File: src/sv/crsi_pkg.sv
// ---------------------------------------------------------------------------
// Catmull-Rom stroke interpolator package
// Shared types, constants and the output clamp for the stroke interpolator.
// ---------------------------------------------------------------------------
`default_nettype none

package crsi_pkg;

   localparam int MAX_POINTS  = 64;
   localparam int CNT_W       = 7;
   localparam int CHAN_W      = 25;
   localparam int NUM_CHAN    = 8;
   localparam int DIV_W       = 23;
   localparam int WGT_W       = 20;
   localparam int ACC_W       = 48;
   localparam int REQ_DATA_W  = 144;
   localparam int RSP_DATA_W  = 168;
   localparam logic [15:0] PREC_RESET = 16'd256;

   localparam logic [2:0] CH_X     = 3'd0;
   localparam logic [2:0] CH_Y     = 3'd1;
   localparam logic [2:0] CH_PRESS = 3'd2;
   localparam logic [2:0] CH_TILTX = 3'd3;
   localparam logic [2:0] CH_TILTY = 3'd4;
   localparam logic [2:0] CH_WHEEL = 3'd5;
   localparam logic [2:0] CH_SPEED = 3'd6;
   localparam logic [2:0] CH_HEAD  = 3'd7;

   typedef logic [NUM_CHAN-1:0][CHAN_W-1:0] sample_type;
   typedef sample_type [3:0] points_type;

   typedef struct packed {
      points_type         pts;
      logic [CNT_W-1:0]   count;
      logic signed [16:0] delta;
   } seg_type;

   typedef enum logic [2:0] {
      F_IDLE, F_SQX, F_SQY, F_ROOT, F_DIV, F_PUSH
   } front_state_type;

   typedef enum logic [2:0] {
      B_IDLE, B_INIT, B_DIV, B_SQ, B_CUBE, B_WGT, B_MAC, B_EMIT
   } back_state_type;

   // Rounds a doubled-weight sum half up and saturates it to the channel range.
   function automatic logic [23:0] clamp_chan(input logic [2:0] k,
                                              input logic signed [ACC_W-1:0] acc);
      logic signed [ACC_W-1:0] v;
      logic signed [ACC_W-1:0] lo;
      logic signed [ACC_W-1:0] hi;
      v = (acc + 48'sd65536) >>> 17;
      unique case (k)
         CH_X, CH_Y: begin
            lo = -48'sd8388608;
            hi = 48'sd8388607;
         end
         CH_TILTX, CH_TILTY: begin
            lo = -48'sd32768;
            hi = 48'sd32767;
         end
         default: begin
            lo = 48'sd0;
            hi = 48'sd65535;
         end
      endcase
      if (v < lo) begin
         return lo[23:0];
      end else if (v > hi) begin
         return hi[23:0];
      end
      return v[23:0];
   endfunction

endpackage

`default_nettype wire

File: src/sv/crsi_queue.sv
// ---------------------------------------------------------------------------
// Stroke interpolator segment queue
// Two-entry queue of segment jobs between the front and back ends.
// ---------------------------------------------------------------------------
`default_nettype none

module crsi_queue import crsi_pkg::*; (
   input  logic    clock,
   input  logic    reset,
   input  logic    push_valid,
   output logic    push_ready,
   input  seg_type push_seg,
   output logic    pop_valid,
   input  logic    pop_ready,
   output seg_type pop_seg
);

   seg_type    mem_ff [2];
   logic       wr_ptr_ff, rd_ptr_ff;
   logic [1:0] fill_ff;
   logic       do_push, do_pop;

   assign push_ready = (fill_ff != 2'd2);
   assign pop_valid  = (fill_ff != 2'd0);
   assign do_push    = push_valid && push_ready;
   assign do_pop     = pop_valid && pop_ready;
   assign pop_seg    = mem_ff[rd_ptr_ff];

   always_ff @(posedge clock) begin
      if (reset) begin
         wr_ptr_ff <= 1'b0;
         rd_ptr_ff <= 1'b0;
         fill_ff   <= 2'd0;
      end else begin
         if (do_push) wr_ptr_ff <= ~wr_ptr_ff;
         if (do_pop) rd_ptr_ff <= ~rd_ptr_ff;
         if (do_push && !do_pop) begin
            fill_ff <= fill_ff + 2'd1;
         end else if (do_pop && !do_push) begin
            fill_ff <= fill_ff - 2'd1;
         end
      end
   end

   always_ff @(posedge clock) begin
      if (do_push) mem_ff[wr_ptr_ff] <= push_seg;
   end

endmodule

`default_nettype wire

File: config.mk
export PLATFORM = sky130hd
export DESIGN_NAME = crsi_queue
export DESIGN_NICKNAME = d
export VERILOG_FILES = /design/src/sv/crsi_pkg.sv /design/src/sv/crsi_queue.sv
export SDC_FILE = /design/constraint.sdc
export NUM_CORES = 1
export LEC_CHECK = 0
export BUFFER_PORTS_ARGS = -buffer_cell sky130_fd_sc_hd__buf_2
export CAP_MARGIN = 25
export CORE_AREA = 2 2 637 639
export DETAILED_ROUTE_END_ITERATION = 7
export DIE_AREA = 0 0 639 641
export RECOVER_POWER = 100
export SLEW_MARGIN = 20
export SYNTH_ARGS = -nofsm -noshare
export SYNTH_HDL_FRONTEND = slang
export SYNTH_SLANG_ARGS = --single-unit
export TNS_END_PERCENT = 100
File: constraint.sdc
create_clock -name clock -period 60.1 [get_ports clock]
set_input_delay 12.02 -clock clock [delete_from_list [all_inputs] [get_ports clock]]
set_output_delay 12.02 -clock clock [all_outputs]
set_load 0.02 [all_outputs]
Word-level counts from Yosys, hierarchy flattened
Memory sizes are Yosys's and may differ from the RTL's. A register that Yosys moved wholly into a read port is not among the register bits.
Cells that the tools add are included.

word-level totals
  register bits = 4
  RAM bits = 1648
  input port bits = 828
  output and inout bits = 826
  word-level logic and storage cells = 23
  memories = 1

operators by class
  add/subtract/negate cells = 2
  equality and inequality tests = 1
  mux-type cells = 6
  bitwise logic cells = 2
  reduce and logical (&&, ||, !) cells = 8

memory list
  memory  depth  width  read ports  clocked after Yosys merged registers in  wr ports  RTL line          text
  mem_ff  2      824    1           1                                        1         crsi_queue.sv:18  seg_type mem_ff [2];

operators with widths
  kind                                                                number
  1-bit logical AND                                                   4
  1-bit two-way mux                                                   4
  2-bit two-way mux                                                   2
  2-bit nonzero test                                                  2
  2-bit by 1-bit adder with 2-bit output, second input constant       1
  1-bit zero test                                                     2
  2-bit inequality test, second input constant                        1
  1-bit inverter                                                      2
  2-bit by 1-bit subtractor with 2-bit output, second input constant  1

Logic depth before layout (Yosys ltp)
Gate-level depths: netlist of the first run.

  depth in word-level cells = 6
  mapped depth = 6

Worst setup path after synthesis of the first run
OpenSTA, ideal clock, no wires.

  path kind = in2reg
  start point = input push_valid
  end point = memory mem_ff[1][0] in the netlist's numbering (enable)
  library setup time = 1.309 ns
  arrival time = 30.700 ns
  setup slack = 28.090 ns
  stages = 1
  buffers on the path = 0
  cell sequence = and3_1

on the way
  cells in the longest elaborated chain, start to end = 3

RTL lines
  element                                  RTL line          text
  start, declared                          crsi_queue.sv:10  input logic push_valid,
  1-bit logical AND                        crsi_queue.sv:25  assign do_push = push_valid && push_ready;
  1-bit two-way mux                        crsi_queue.sv:46  if (do_push) mem_ff[wr_ptr_ff] <= push_seg;
  1-bit two-way mux (not written as such)  crsi_queue.sv:46
  end, declared                            crsi_queue.sv:18

No other way between the ends.

Final worst setup path of the first run
  start point = input push_valid
  end point = memory mem_ff[0][665] in the netlist's numbering (enable)

The elaborated chain is that of the path after synthesis.

==> flow_summary_export.csv, run 1 <==
group,metric,value,unit
routing,drt-vias-per-instance,3.50,
final_layout,drive_gt1_share,30.4,%
logic_synthesis,yosys_warnings,0,
clocking,cts.clk_slew.worst_paths,0.05,ns
power,peakVddDrop,0.0000276,V
clocking,cts_hold_buf,0,
outcome,failed_checks,"capacitance limit, slew limit",
logic_synthesis,syn-cell-area,0.0612,mm2
routing,vias,34845,
clocking,htreeDepth,4,
final_layout,fin_nets,5218,
clocking,cts_buffers,199,
logic_synthesis,synthSimpleGateAreaFrac,0.0818,%
worst_hold_path,hold_class,"flip-flop to flip-flop",
floorplanning,die_x,639,um
clocking,cts-root-buf,"clkbuf_16",
global_routing,grt_pass1_wl,390000,um
clocking,clockBufferDepth,4,
setup_path,crit_family,"buffers and inverters",
setup_path,worstPathArrival,29.64,ns
setup_path,critical_path.max_stage_delay,5.66,ns
global_routing,grt_use_total,14.9,%
global_routing,overflow,0,
routing,drtAntennaViolNets,0,
logic_synthesis,ys_ff_latch,1653,
logic_synthesis,netlist_instances,2588,
power,p_leak,25.8,nW
timing,worst_hold_slack,0.515,ns
timing,finClkSkew,0.0599,ns
place,portBuffers,1653,
setup_path,start_kind,"input pin",
clocking,clk-insertion-delay-late,0.92,ns
setup_path,critPathRequiredTime,60.44,ns
timing,setup_viol,0,
logic_synthesis,synth_compound_area_share,0.0491,%
routing,wl,322000,um
logic_synthesis,synthDistinctLibCells,20,
timing,fmax,34.1,MHz
final_layout,syn_to_final_growth,30.3,%
global_routing,grt_pass1_vias,34693,
clocking,cts_tree,"yes",
setup_path,path_cells,"clkbuf_1, nand3b_1, clkinvlp_2, clkbuf_1, clkbuf_1, clkbuf_1, clkbuf_1",
logic_synthesis,synth_fp_nets,3417,
clocking,cts_setup_buffers,0,
clocking,post_cts_resized,0,
setup_path,crit_path_max_fanout,123,
timing,rsz0062_at_grt,"false",
routing,drt_iter0_drc,2791,
timing,maxSlewHeadroom,-482,%
place,hpwl,269000,um
timing,worst_pin_slew,8.73,ns
global_routing,grt_max_degree,143,
timing,finalSetupTns,0,ns
power,p_per_area,46.4,mW/mm2
place,routabilityCongestion,0.976,
logic_synthesis,synthXorXnorAreaFrac,0.0430,%
floorplanning,dieArea,0.410,mm2
logic_synthesis,avgSynthCellArea,23.6,um2
timing,maxSlewViolCount,2532,
setup_path,critPathBufInv,6,
routing,drcViolationCount,0,
routing,wl_per_cell,32.4,um
setup_path,slowest_stage,"clkbuf_1",
timing,fin_crit_sh,48.8,%
floorplanning,core-area,0.402,mm2
power,finalPower,3.70,mW
floorplanning,num_rows,233,
clocking,clock_sink_count,1653,
job,drv_cap,41,
logic_synthesis,synth_top_family_by_area,"multiplexers",
setup_path,worstSetupPathType,"input pin to flip-flop",
outcome,status,"complete, but fails checks",
logic_synthesis,synth_fa_ha_area_share,0.0205,%
final_layout,fillerInstances,43182,
floorplanning,initial_core_util,15.2,%
timing,hold_viol,0,
global_routing,antenna_found_initial,412,
routing,dr.pass1.iters,5,
logic_synthesis,synth_seq_area_share,81.1,%
logic_synthesis,synthMuxAreaShare,17.4,%
timing,fin_crit,29.30,ns
setup_path,cp-end-kind,"flip-flop",
floorplanning,die_y,641,um
setup_path,critPathMostFrequentCell,"clkbuf_1",
floorplanning,io_pins,1654,
[path summary, 6_finish.rpt]
kind,cells past startpoint,slack (ns),end,start
worst max-delay path,7,30.80,mem_ff[0][665],push_valid
worst max register to register,7,41.46,mem_ff[0][665],fill_ff[0]
worst min register to register,2,0.51,rd_ptr_ff,rd_ptr_ff
worst min-delay path,2,0.51,rd_ptr_ff,rd_ptr_ff
[metal layers]
layer	part of all wire (%)	GRT usage (%)	vias to the layer above
met2	48	25.3	2105
li1	-	-	14180
met1	33	15.0	17470
met4	5.6	6.02	210
met3	13	8.70	880
met5	0.44	0	-
[report_power, final]
group | leakage (nW) | total [mW] | switching [mW] | internal, mW
Sequential | 15.4 | 1.51 | 0.0368 | 1.47
Clock | 3.11 | 1.20 | 0.499 | 0.700
Combinational | 7.28 | 0.995 | 0.710 | 0.285
[layout make-up]
cell class,count,area [um2],share of cell area [%]
well taps,5287,6620,8.30
multi-input cells,842,9450,11.9
repair buffers,1692,7280,9.14
clock inverters,121,1230,1.55
clock buffers,240,5200,6.52
flip-flops and latches,1653,49600,62.2
inverters,1,5.00,0.00628
diodes,122,305,0.383
[worst min-delay path, delay by kind of cell (launching register included)]
kind / cells / cell delay, ns
DFF: 1 / 0.32
and+or+nand+nor: 1 / 0.08
xor gates and xnor gates: 1 / 0.08
[cell usage after synthesis]
| cell type | n | area, um2 |
|---|---|---|
| edfxtp_1 | 1648 | 49500 |
| or3_1 | 1 | 6.26 |
| ha_1 | 1 | 12.5 |
| or2_2 | 1 | 6.26 |
| and3_1 | 1 | 6.26 |
| mux2_2 | 464 | 5230 |
| inv_1 | 1 | 3.75 |
| a21bo_2 | 1 | 10.0 |
| mux2_4 | 360 | 5410 |
| buf_2 | 11 | 55.1 |
| dfxtp_1 | 5 | 100 |
| a21oi_1 | 2 | 10.0 |
| buf_6 | 41 | 462 |
| nor2_1 | 3 | 11.3 |
| and2_1 | 1 | 6.26 |
| nand3b_1 | 1 | 7.51 |
| nand2b_1 | 1 | 6.26 |
| o21ai_0 | 2 | 10.0 |
| buf_4 | 40 | 300 |
| xor2_1 | 3 | 26.3 |
[through the flow]
step | utilization [%] | worst slack, ns | area (um2) | instances
after floorplan | - | 28.09 | 61200 | 2588
after global placement | 18.8 | 43.02 | 75600 | 9472
after detailed placement | 18.8 | 42.85 | 75600 | 9472
after CTS | 20.4 | 41.80 | 82000 | 9833
after global routing | 19.8 | 29.11 | 79500 | 9872
final | 19.8 | 30.80 | 79700 | 9958
[cell usage in the layout (no fill, tap or decap), types with 2 or more instances in the layout]
cell type   instances
clkinv_8            2
buf_1               2
diode_2           122
buf_2             741
clkinv_4           10
inv_6               8
clkinv_16           2
mux2_4             14
nor2_1              3
clkbuf_1          987
clkbuf_16         202
a21oi_1             2
mux2_1            467
edfxtp_1         1648
mux2_2            343
inv_8               3
clkinv_2           25
clkinvlp_4         11
clkinv_1           40
o21ai_0             2
bufinv_16          19
dfxtp_1             5
xor2_1              3
[kinds of logic after synthesis]
group	Yosys count
DFF	1653
muxes	824
buffers and inverters	93
and+or+nand+nor	9
AOI/OAI and AO/OA	5
xor gates and xnor gates	3
adders and majority gates	1
[sequential cells by signal, summed over array words and instances (netlist names), named ones only]
register / flops
mem_ff: 1648
fill_ff: 2
rd_ptr_ff: 1
wr_ptr_ff: 1
Note: power is estimated with default switching activity, not from simulation.
==> run 2: changes to the inputs <==
Settings changed: CORE_AREA 2 2 637 639 to 2 2 636 638, DIE_AREA 0 0 639 641 to 0 0 638 640.
Clock period 60.1 ns to 24.5 ns, I/O delays scaled along.
==> flow_summary_export.csv, run 2 (same netlist as run 1, synthesis figures left out) <==
group,metric,value,unit
outcome,status,"complete, but fails checks",
outcome,failed_checks,"capacitance limit, slew limit",
setup_path,path_cells,"clkbuf_1, clkbuf_1, clkbuf_1, mux2_1, buf_2",
clocking,post_cts_resized,0,
setup_path,critPathRequiredTime,19.60,ns
timing,finClkSkew,0.0686,ns
place,postPlaceCellArea,0.0756,mm2
global_routing,grt_pass1_wl,383000,um
final_layout,layout_commonest_cell,"edfxtp_1",
final_layout,final_cell_mix,"1648 x edfxtp_1, 982 x clkbuf_1, 730 x buf_2",
final_layout,syn_to_final_growth,30.3,%
timing,setup_viol,0,
setup_path,worstPathArrival,11.39,ns
power,p_per_area,112,mW/mm2
setup_path,critical_path.max_stage_delay,2.81,ns
clocking,cts_buffers,188,
floorplanning,die_y,640,um
timing,maxSlewViolCount,1769,
routing,wl,315000,um
routing,vias,34932,
routing,wl_per_cell,31.6,um
timing,maxSlewHeadroom,-488,%
place,dp_cells,9472,
power,p_leak,25.8,nW
final_layout,reg_top3,"mem_ff x1648, fill_ff x2",
routing,drtAntennaViolNets,0,
power,peakVddDrop,0.0000732,V
setup_path,reg2reg_from,"fill_ff[0]",
floorplanning,io_pins,1654,
final_layout,fin_nets,5211,
global_routing,antenna_found_initial,401,
place,routabilityCongestion,1.00,
job,drv_cap,32,
floorplanning,initial_core_util,15.2,%
final_layout,drive_gt1_share,30.4,%
floorplanning,core-area,0.401,mm2
final_layout,final_area,0.0797,mm2
timing,worst_pin_slew,8.81,ns
setup_path,cp-end-kind,"output pin",
timing,fin_crit,16.29,ns
clocking,clockBufferDepth,4,
worst_hold_path,hold_class,"flip-flop to flip-flop",
timing,worst_hold_slack,0.523,ns
clocking,cts_tree,"yes",
routing,drt-vias-per-instance,3.51,
timing,fin_crit_sh,66.5,%
place,hpwl,266000,um
clocking,clock_sink_count,1653,
timing,hold_viol,0,
worst_hold_path,worstHoldStart,"rd_ptr_ff",
floorplanning,num_rows,233,
final_layout,stdcell_count,9966,
global_routing,grt_pass1_vias,34246,
clocking,cts_hold_buf,0,
clocking,cts.clk_slew.worst_paths,0.05,ns
global_routing,overflow,0,
timing,finalSetupTns,0,ns
routing,drt_iter0_drc,3375,
global_routing,grt_max_degree,153,
floorplanning,die_x,638,um
routing,drcViolationCount,0,
setup_path,critPathMostFrequentCell,"clkbuf_1",
global_routing,grt_use_total,14.7,%
timing,rsz0062_at_grt,"false",
clocking,clk-insertion-delay-late,0.88,ns
place,portBuffers,1653,
setup_path,worstSetupPathType,"flip-flop to output pin",
clocking,cts-root-buf,"clkbuf_16",
setup_path,slowest_stage,"clkbuf_1",
final_layout,largest_reg_flops,1648,
place,place_ws,14.80,ns
routing,dr.pass1.iters,5,
timing,setup_ws,8.21,ns
clocking,htreeDepth,4,
final_layout,largest_register,"mem_ff",
timing,fmax,61.4,MHz
setup_path,crit_path_max_fanout,65,
floorplanning,dieArea,0.408,mm2
clocking,cts_setup_buffers,0,
setup_path,start_kind,"flip-flop",
## run 2: changes by cell type in the layout (fill, tap and decap cells not counted), moves of 4 or more
cell and change:
buf_2 -11, diode_2 +22, clkbuf_8 +4, mux2_2 -16, clkbuf_16 -12, mux2_4 +17, buf_4 +4, clkinv_2 +4
clkbuf_1 -5
## run 2: where the power goes
part           switching, mW  total (mW)  internal, mW
Sequential            0.0938        3.66          3.57
Clock                   1.20        2.85          1.65
Combinational           1.74        2.43         0.694
## run 2: final cells by class
| cell class | instances | area, um2 |
|---|---|---|
| Tap cell | 5287 | 6620 |
| Inverter | 1 | 5.00 |
| Sequential cell | 1653 | 49600 |
| Multi-Input combinational cell | 842 | 9510 |
| Timing Repair Buffer | 1696 | 7370 |
| Antenna cell | 144 | 360 |
| Fill cell | 42922 | 322000 |
| Clock buffer | 221 | 4910 |
| Clock inverter | 122 | 1300 |
## run 2: worst max-delay path: cells and delay by family, from the launching register on
| kind | cells | cell delay (ns) |
|---|---|---|
| DFF | 1 | 1.73 |
| muxes | 1 | 0.66 |
| buffers and inverters | 4 | 7.87 |
## run 2: final timing paths
kind	endpoint	slack [ns]	depth (start not counted)
setup reg to reg	mem_ff[0][568]	11.10	7
setup / recovery	pop_seg[322]	8.21	5
hold reg to reg	flip-flop	0.52	2
hold / removal	flip-flop	0.52	2
## run 2: per-layer routing
metal	global-route usage, %	up-vias	share of wire, %	routed length, um
li1	-	14184	-	-
met5	0	-	0.38	1180
met1	15.5	17484	35	110000
met2	24.7	2232	48	150000
met3	7.62	856	12	38200
met4	5.68	176	5.0	15900
## run 2: through the flow
stage | total power, mW | utilization [%]
detailed placement | 6.46 | 18.8
finish | 8.95 | 19.8
floorplan | 5.56 | -
CTS | 9.35 | 20.4
global placement | 6.43 | 18.8
global route | 9.29 | 19.8
