### src/sv/crsi_pkg.sv
// ---------------------------------------------------------------------------
// Catmull-Rom stroke interpolator package
// Shared types, constants and the output clamp for the stroke interpolator.
// ---------------------------------------------------------------------------
`default_nettype none

package crsi_pkg;

   localparam int MAX_POINTS  = 64;
   localparam int CNT_W       = 7;
   localparam int CHAN_W      = 25;
   localparam int NUM_CHAN    = 8;
   localparam int DIV_W       = 23;
   localparam int WGT_W       = 20;
   localparam int ACC_W       = 48;
   localparam int REQ_DATA_W  = 144;
   localparam int RSP_DATA_W  = 168;
   localparam logic [15:0] PREC_RESET = 16'd256;

   localparam logic [2:0] CH_X     = 3'd0;
   localparam logic [2:0] CH_Y     = 3'd1;
   localparam logic [2:0] CH_PRESS = 3'd2;
   localparam logic [2:0] CH_TILTX = 3'd3;
   localparam logic [2:0] CH_TILTY = 3'd4;
   localparam logic [2:0] CH_WHEEL = 3'd5;
   localparam logic [2:0] CH_SPEED = 3'd6;
   localparam logic [2:0] CH_HEAD  = 3'd7;

   typedef logic [NUM_CHAN-1:0][CHAN_W-1:0] sample_type;
   typedef sample_type [3:0] points_type;

   typedef struct packed {
      points_type         pts;
      logic [CNT_W-1:0]   count;
      logic signed [16:0] delta;
   } seg_type;

   typedef enum logic [2:0] {
      F_IDLE, F_SQX, F_SQY, F_ROOT, F_DIV, F_PUSH
   } front_state_type;

   typedef enum logic [2:0] {
      B_IDLE, B_INIT, B_DIV, B_SQ, B_CUBE, B_WGT, B_MAC, B_EMIT
   } back_state_type;

   // Rounds a doubled-weight sum half up and saturates it to the channel range.
   function automatic logic [23:0] clamp_chan(input logic [2:0] k,
                                              input logic signed [ACC_W-1:0] acc);
      logic signed [ACC_W-1:0] v;
      logic signed [ACC_W-1:0] lo;
      logic signed [ACC_W-1:0] hi;
      v = (acc + 48'sd65536) >>> 17;
      unique case (k)
         CH_X, CH_Y: begin
            lo = -48'sd8388608;
            hi = 48'sd8388607;
         end
         CH_TILTX, CH_TILTY: begin
            lo = -48'sd32768;
            hi = 48'sd32767;
         end
         default: begin
            lo = 48'sd0;
            hi = 48'sd65535;
         end
      endcase
      if (v < lo) begin
         return lo[23:0];
      end else if (v > hi) begin
         return hi[23:0];
      end
      return v[23:0];
   endfunction

endpackage

`default_nettype wire

### src/sv/crsi_back.sv
// ---------------------------------------------------------------------------
// Stroke interpolator back end
// Walks the points of one segment and evaluates the spline for each.
// ---------------------------------------------------------------------------
`default_nettype none

module crsi_back import crsi_pkg::*; (
   input  logic    clock,
   input  logic    reset,
   input  logic    seg_valid,
   output logic    seg_ready,
   input  seg_type seg,
   output logic    rsp_valid,
   input  logic    rsp_ready,
   output logic [RSP_DATA_W-1:0] rsp_data,
   output logic    rsp_last
);

   back_state_type state_ff, state_in;
   seg_type        seg_ff;
   logic [CNT_W-1:0] n_ff;
   logic [DIV_W-1:0] nqt_ff, nqh_ff;
   logic [CNT_W:0]   remt_ff, remh_ff;
   logic [4:0]       step_ff;
   logic             neg_ff;
   logic [16:0]      t_ff, t2_ff, t3_ff;
   logic [3:0][WGT_W-1:0] w_ff;
   logic signed [ACC_W-1:0] acc_ff, acc_in;
   logic [2:0]       k_ff;
   logic [1:0]       j_ff;
   logic [6:0][23:0] res_ff;
   logic [15:0]      head_ff;
   logic             out_valid_ff, out_last_ff;
   logic [RSP_DATA_W-1:0] out_data_ff;

   logic out_free, is_last;
   logic signed [24:0] hprod;
   logic [CNT_W:0] rt_sh, rh_sh;
   logic gt, gh;
   logic [33:0] t_sq, t_cube;
   logic [15:0] hq;
   logic signed [WGT_W-1:0] ts, t2s, t3s;
   logic signed [44:0] mac_prod;

   assign out_free = !out_valid_ff || rsp_ready;
   assign is_last  = (n_ff == seg_ff.count);

   assign hprod = $signed(seg_ff.delta) * $signed({1'b0, n_ff});

   // Two restoring dividers share the step counter: parameter and heading step.
   assign rt_sh = {remt_ff[CNT_W-1:0], nqt_ff[DIV_W-1]};
   assign rh_sh = {remh_ff[CNT_W-1:0], nqh_ff[DIV_W-1]};
   assign gt    = rt_sh >= {1'b0, seg_ff.count};
   assign gh    = rh_sh >= {1'b0, seg_ff.count};

   assign t_sq   = nqt_ff[16:0] * nqt_ff[16:0];
   assign t_cube = t2_ff * t_ff;

   // Floor division of a negative heading step rounds away from zero.
   assign hq = neg_ff ? 16'(-(nqh_ff[15:0] + {15'd0, remh_ff != '0})) : nqh_ff[15:0];

   assign ts  = WGT_W'(t_ff);
   assign t2s = WGT_W'(t2_ff);
   assign t3s = WGT_W'(t3_ff);

   assign mac_prod = $signed(w_ff[j_ff]) * $signed(seg_ff.pts[j_ff][k_ff]);
   assign acc_in   = ((j_ff == 2'd0) ? '0 : acc_ff) + ACC_W'(mac_prod);

   always_comb begin
      state_in = state_ff;
      unique case (state_ff)
         B_IDLE: begin
            if (seg_valid) state_in = B_INIT;
         end
         B_INIT: state_in = B_DIV;
         B_DIV: begin
            if (step_ff == 5'(DIV_W - 1)) state_in = B_SQ;
         end
         B_SQ:   state_in = B_CUBE;
         B_CUBE: state_in = B_WGT;
         B_WGT:  state_in = B_MAC;
         B_MAC: begin
            if (k_ff == 3'd6 && j_ff == 2'd3) state_in = B_EMIT;
         end
         B_EMIT: begin
            if (out_free) state_in = is_last ? B_IDLE : B_INIT;
         end
         default: state_in = B_IDLE;
      endcase
   end

   always_comb begin
      seg_ready = (state_ff == B_IDLE);
      rsp_valid = out_valid_ff;
      rsp_data  = out_data_ff;
      rsp_last  = out_last_ff;
   end

   always_ff @(posedge clock) begin
      if (reset) begin
         state_ff     <= B_IDLE;
         out_valid_ff <= 1'b0;
      end else begin
         state_ff <= state_in;
         if (state_ff == B_EMIT && out_free) begin
            out_valid_ff <= 1'b1;
         end else if (rsp_ready) begin
            out_valid_ff <= 1'b0;
         end
      end
   end

   always_ff @(posedge clock) begin
      unique case (state_ff)
         B_IDLE: begin
            if (seg_valid) begin
               seg_ff <= seg;
               n_ff   <= CNT_W'(1);
            end
         end
         B_INIT: begin
            nqt_ff  <= {n_ff, 16'd0};
            nqh_ff  <= hprod[24] ? DIV_W'(-hprod) : DIV_W'(hprod);
            neg_ff  <= hprod[24];
            remt_ff <= '0;
            remh_ff <= '0;
            step_ff <= 5'd0;
         end
         B_DIV: begin
            remt_ff <= gt ? rt_sh - {1'b0, seg_ff.count} : rt_sh;
            remh_ff <= gh ? rh_sh - {1'b0, seg_ff.count} : rh_sh;
            nqt_ff  <= {nqt_ff[DIV_W-2:0], gt};
            nqh_ff  <= {nqh_ff[DIV_W-2:0], gh};
            step_ff <= step_ff + 5'd1;
         end
         B_SQ: begin
            t_ff    <= nqt_ff[16:0];
            t2_ff   <= t_sq[32:16];
            head_ff <= seg_ff.pts[1][CH_HEAD][15:0] + hq;
         end
         B_CUBE: t3_ff <= t_cube[32:16];
         B_WGT: begin
            w_ff[0] <= WGT_W'(-t3s + (t2s <<< 1) - ts);
            w_ff[1] <= WGT_W'(3 * t3s - 5 * t2s + 20'sd131072);
            w_ff[2] <= WGT_W'(-3 * t3s + (t2s <<< 2) + ts);
            w_ff[3] <= WGT_W'(t3s - t2s);
            k_ff    <= 3'd0;
            j_ff    <= 2'd0;
         end
         B_MAC: begin
            acc_ff <= acc_in;
            j_ff   <= j_ff + 2'd1;
            if (j_ff == 2'd3) begin
               res_ff[k_ff] <= clamp_chan(k_ff, acc_in);
               k_ff         <= k_ff + 3'd1;
            end
         end
         B_EMIT: begin
            if (out_free) begin
               out_data_ff <= {7'd0, t_ff, head_ff, res_ff[6][15:0], res_ff[5][15:0],
                               res_ff[4][15:0], res_ff[3][15:0], res_ff[2][15:0],
                               res_ff[1], res_ff[0]};
               out_last_ff <= is_last;
               n_ff        <= n_ff + CNT_W'(1);
            end
         end
         default: ;
      endcase
   end

endmodule

`default_nettype wire

### config.mk
export PLATFORM = sky130hd
export DESIGN_NAME = crsi_back
export DESIGN_NICKNAME = d
export VERILOG_FILES = /design/src/sv/crsi_pkg.sv /design/src/sv/crsi_back.sv
export SDC_FILE = /design/constraint.sdc
export NUM_CORES = 2
export LEC_CHECK = 0
export BUFFER_PORTS_ARGS = -buffer_cell sky130_fd_sc_hd__buf_2
export CAP_MARGIN = 15
export CORE_ASPECT_RATIO = 2
export CORE_MARGIN = 3
export CORE_UTILIZATION = 55
export CTS_BUF_LIST = sky130_fd_sc_hd__clkbuf_8
export DETAILED_ROUTE_END_ITERATION = 6
export GPL_ROUTABILITY_DRIVEN = 0
export PLACE_DENSITY_LB_ADDON = 0.12
export SYNTH_ARGS = -nofsm -noshare
export SYNTH_HDL_FRONTEND = slang
export SYNTH_SLANG_ARGS = --single-unit
### constraint.sdc
create_clock -name clock -period 31.6 [get_ports clock]
set_input_delay 6.32 -clock clock [delete_from_list [all_inputs] [get_ports clock]]
set_output_delay 6.32 -clock clock [all_outputs]
set_load 0.02 [all_outputs]
Word level (Yosys, flattened, before mapping) --
Index checks and enable logic that the tools add are counted.
Operators by class: $add $sub $neg 20, $mul 7, div/mod/pow operators 0, magnitude comparators 7, equal/unequal tests 19, shift operators 0, multiplexer cells 48, bitwise gates (word level) 0, reduce and logical (&&, ||, !) cells 21
Operators with widths (count):
- 200-bit binary-select mux with 2-bit select | 1
- 48-bit 2-to-1 mux | 5
- 200-bit 2-to-1 mux | 1
- 168-bit bitwise mux | 1
- 24-bit 2-to-1 mux | 6
- 23-bit case mux with 2 select lines | 3
- 48-bit case mux with 2 select lines | 1
- 25-bit binary-select mux with 3-bit select | 1
- 24-bit demux with 3-bit select | 1
- 17-bit by 17-bit multiplier with 33-bit output | 2
- 48-bit by 18-bit adder with 48-bit output (second input constant) | 1
- 48-bit adder | 1
- 31-bit by 48-bit > comparator with 1-bit output | 1
- 31-bit by 48-bit < comparator with 1-bit output | 1
- 20-bit by 25-bit multiplier with 45-bit output | 1
- 20-bit binary-select mux with 2-bit select | 1
- 7-bit case mux with 2 select lines | 2
- 17-bit by 8-bit multiplier with 25-bit output | 1
- 25-bit 2-to-1 mux | 1
- 3-bit case mux with 8 select lines | 1
- 23-bit 2-to-1 mux | 1
- 23-bit negator | 1
- 7-bit 2-to-1 mux | 3
- 20-bit by 18-bit adder with 20-bit output | 1
- other kinds (50) | 83
Storage, ports and cells: register bits 1432, bits in latches 0, RAM bits 0, ROM bits 0, bits of input ports 828, logic and storage cells 185, memories 0

Depth between registers and ports, before layout --
depth after elaboration 16, depth in mapped cells 62, mapped depth without buffers 58

Least setup slack after synthesis --
OpenSTA, ideal clock, no wires.
path kind input to register, start in seg_valid, end reg seg_ff[0] (netlist name) (enable), setup time 1.303 ns, data arrival time 24.765 ns, data required time 30.297 ns, path slack 5.532 ns, cell stages on the path 1, path buffers 0, path through and2_1
Between the ends: longest elaborated chain between the ends 1
Ends and longest elaborated chain:
- start: declaration | RTL line crsi_back.sv:10 | input logic seg_valid,
- 2-bit AND reduction (no line)
- end signal: assignment | RTL line crsi_back.sv:117 | seg_ff <= seg;
- end: declaration | RTL line crsi_back.sv:20 | seg_type seg_ff;
No other way between the ends. A chain may end at the register's enable or synchronous reset.

Worst setup path after layout --
start reg j_ff[1], end reg res_ff[131] (netlist name), data pin
Between the ends: longest elaborated chain between the ends 16, elaborated cells between the ends (all ways) 22
Ends and longest elaborated chain:
- start: declaration | RTL line crsi_back.sv:30 | logic [1:0] j_ff;
- start signal: assignment | RTL line crsi_back.sv:152 | j_ff <= j_ff + 2'd1;
- 200-bit binary-select mux with 2-bit select | RTL line crsi_back.sv:66 | assign mac_prod = $signed(w_ff[j_ff]) * $signed(seg_ff.pts[j_ff][k_ff]);
- 200-bit 2-to-1 mux (not written as such) | RTL line crsi_back.sv:66
- 25-bit binary-select mux with 3-bit select | RTL line crsi_back.sv:66
- 25-bit 2-to-1 mux (not written as such) | RTL line crsi_back.sv:66
- 20-bit by 25-bit multiplier with 45-bit output | RTL line crsi_back.sv:66
- 48-bit adder * | RTL line crsi_back.sv:67 | assign acc_in = ((j_ff == 2'd0) ? '0 : acc_ff) + ACC_W'(mac_prod);
- via acc_in[31] | RTL line crsi_back.sv:28 | logic signed [ACC_W-1:0] acc_ff, acc_in;
- 48-bit by 18-bit adder with 48-bit output * | RTL line crsi_pkg.sv:52 | v = (acc + 48'sd65536) >>> 17;
- 31-bit by 48-bit > comparator with 1-bit output | RTL line crsi_pkg.sv:69 | end else if (v > hi) begin
- 1-bit 2-to-1 mux | RTL line crsi_pkg.sv:69
- 1-bit 2-to-1 mux | RTL line crsi_pkg.sv:67 | if (v < lo) begin
- 1-bit 2-to-1 mux | RTL line crsi_back.sv:153 | if (j_ff == 2'd3) begin
- 1-bit 2-to-1 mux | RTL line crsi_back.sv:114 | unique case (state_ff)
- 24-bit 2-to-1 mux * | RTL line crsi_pkg.sv:72 | return v[23:0];
- 24-bit 2-to-1 mux * | RTL line crsi_back.sv:153
- 24-bit 2-to-1 mux * | RTL line crsi_back.sv:114
- 168-bit bitwise mux * | RTL line crsi_back.sv:154 | res_ff[k_ff] <= clamp_chan(k_ff, acc_in);
- end signal: indexed assignment | RTL line crsi_back.sv:154
- end: declaration | RTL line crsi_back.sv:31 | logic [6:0][23:0] res_ff;
The timed path passes the listed nets; every way through them passes the cells marked *. The select of a mux whose other input is x is not followed.

==> reports/qor.yml <==
status: "completed"
hold_path_class: "flop to flop"
syn_area_per_cell_um2: 12.19
clock-skew-final_ns: 0.1450
maxSlewHeadroom: 0.1395
rrSetupSlack_ns: 15.08
final_cells: 11900
synth_area_um2: 100400
synth.distinct_cells: 98
cap_violations: 0
synth_top_area_frac: 0.4142
n_fill_cell: 14480
fin_tns_setup_ns: 0
std_cell_rows: 221
clk-insertion-delay-late_ns: 1.04
dr.first_iter.drc_count: 5945
period_share: 0.5228
hold_viol: 0
min_period_ns: 16.52
crit_slowest_cell: "nor4_2"
rr_worst_depth: 51
drc: 0
synth_edf_count: 1385
design.die.area_um2: 188000
grt_pass1_wl_um: 486000
synth-seq-cells: 1389
slew_violations: 0
worst-path-max-fanout: 85
htree_levels: 4
worstSetupPathType: "flop to flop"
min_from: "res_ff[56]$_DFFE_PP_"
die_x_um: 308.1
layout-drive-gt1-share: 0.1821
yosysTopAreaCell: "edfxtp_1"
path_buf_inv: 8
start_kind: "flop"
dp_hpwl_um: 269300
antenna_found_initial: 150
nNetsFinal: 11850
synthTopCellsByArea: "edfxtp_1 41%, fa_1 22%, ha_1 7.9%"
final_cell_mix: "1597 x inv_1, 1385 x edfxtp_1, 1100 x fa_1"
start_util: 0.5535
r2r-start: "j_ff[1]$_SDFFCE_PN0P_"
cpLargestDelayFamily: "simple AND/OR/NAND/NOR gates"
via_per_inst: 5.856
hold_depth: 0
slowest_delay_ns: 1.03
cts_max_path_buffers: 4
clk_pin_slew_ns: 0.08
cts_hold_buf: 0
r2r_end: "res_ff[131]$_DFFE_PP_"
wl_um: 337500
area_growth_pct: 12.37
layout_commonest_cell: "inv_1"
drtAntennaViolNets: 0
regArea_um2: 41670
first_pass_iters: 7
dp.cells: 11430
cts_setup_buffers: 0
numCtsBuffers: 204
cts_tree: "done"
yosysSeqAreaShare: 0.4150
crit_top_cell: "fa_1"
synth_cells: 8236
multi_input_area_um2: 52060
grt_pass1_vias: 74420
critPathRequiredTime_ns: 32.14
grt_overflow: 0
layout_setup_ws_ns: 15.08
pre_cts_ws_ns: 15.10
portBuffers: 991
grt_max_degree: 86
grt_usage: 0.3623
yosys_warnings: 0
tightest_slew_ns: 1.281
end_kind: "flop"
wire_per_inst_um: 28.35
vias: 69710
rsz0062_at_grt: "no"
cp.arrival_ns: 17.06
clock_sinks: 1389
cts_resized: 0
synthArstFlopShare: 0
synthFlopType: "edfxtp_1"
setup_viol: 0
cts_root_buf: "clkbuf_8"
die-height_um: 610.2
io_pins: 999
hold_path_end: "rsp_data[56]$_DFFE_PP_"
design.core.area_um2: 181400
fmax_ghz: 0.06054
-- synthesized netlist by cell type (8+ instances only) --
| cell type | number |
|---|---|
| o21ai_0 | 187 |
| or4_1 | 17 |
| nand2_1 | 752 |
| o21ai_1 | 15 |
| inv_1 | 1555 |
| fa_1 | 1100 |
| o21bai_1 | 37 |
| a21boi_0 | 23 |
| a211oi_1 | 19 |
| nor3_1 | 59 |
| nor4_1 | 27 |
| clkbuf_1 | 224 |
| ha_1 | 630 |
| mux2i_1 | 14 |
| edfxtp_1 | 1385 |
| nor2_1 | 529 |
| a221oi_1 | 9 |
| mux2_2 | 14 |
| a22o_1 | 45 |
| nand2b_1 | 60 |
| buf_4 | 8 |
| a31oi_1 | 18 |
| nand4_1 | 35 |
| nand3_1 | 54 |
| xnor2_1 | 199 |
| a22oi_1 | 26 |
| xor2_1 | 81 |
| and2_1 | 193 |
| o21a_1 | 36 |
| buf_1 | 29 |
| o211ai_1 | 10 |
| and3_1 | 36 |
| nor2b_1 | 133 |
| or2_2 | 17 |
| or3_1 | 13 |
| mux4_2 | 211 |
| a21o_1 | 80 |
| a21oi_1 | 219 |
-- stage by stage --
stage / util / area (um^2) / hold slack [ns]
after global routing: 0.6211 / 112700 / 0.3692
final: 0.6219 / 112800 / 0.3736
after global placement: 0.5979 / 108500 / 0.4028
after CTS: 0.6203 / 112500 / 0.3649
after detailed placement: 0.5979 / 108500 / 0.4045
after floorplan: - / 100400 / 0.4003
-- sequential cells by signal, indices dropped and copies added (netlist names), 2 cells and up --
register,flops
acc_ff,48
head_ff,16
j_ff,2
k_ff,3
n_ff,7
nqh_ff,23
nqt_ff,23
remh_ff,8
remt_ff,7
res_ff,128
rsp_data,161
seg_ff,824
state_ff,3
step_ff,5
t2_ff,17
t3_ff,17
t_ff,17
w_ff,77
-- how the worst max path moves through the flow --
stage                                     start               endpoint  slack, ns  cells after the start
final                     j_ff[1]$_SDFFCE_PN0P_  res_ff[131]$_DFFE_PP_      15.08                     51
after global routing      j_ff[1]$_SDFFCE_PN0P_  res_ff[131]$_DFFE_PP_      14.22                     51
after CTS                 j_ff[1]$_SDFFCE_PN0P_  res_ff[131]$_DFFE_PP_      15.02                     51
after detailed placement  j_ff[1]$_SDFFCE_PN0P_   res_ff[11]$_DFFE_PP_      15.10                     51
after global placement    j_ff[1]$_SDFFCE_PN0P_   res_ff[11]$_DFFE_PP_      15.32                     51
after floorplan                       seg_valid    seg_ff[0]$_DFFE_PP_       5.53                      1
-- cell families after synthesis --
kind of cell,count (synthesis),share of synthesized area
other cells,1,0.00003735
flops,1389,0.4150
xor+xnor,281,0.02470
buf+inv,1830,0.06888
mux,240,0.05045
compound gates,805,0.05262
simple gates,1959,0.09031
fa+ha+maj,1731,0.2980
-- metal layers --
layer	vias to the layer above	global-route usage	wire length, um
li1	29480	-	-
met1	35180	0.3776	104200
met3	1183	0.1014	33900
met2	3772	0.6214	168400
met4	86	0.2662	30370
met5	-	0	563
-- cell type report --
type / instances / area share
multi-input cells: 5023 / 0.4615
flip-flops and latches: 1389 / 0.3694
repair buffers: 1117 / 0.05271
inverters: 1561 / 0.05194
well taps: 2341 / 0.02596
clock buffers: 209 / 0.02550
clock inverters: 150 / 0.01054
diodes: 113 / 0.002506
Power is not shown: default switching activity piles up to over one toggle a cycle in this logic, so the estimate is an artifact.
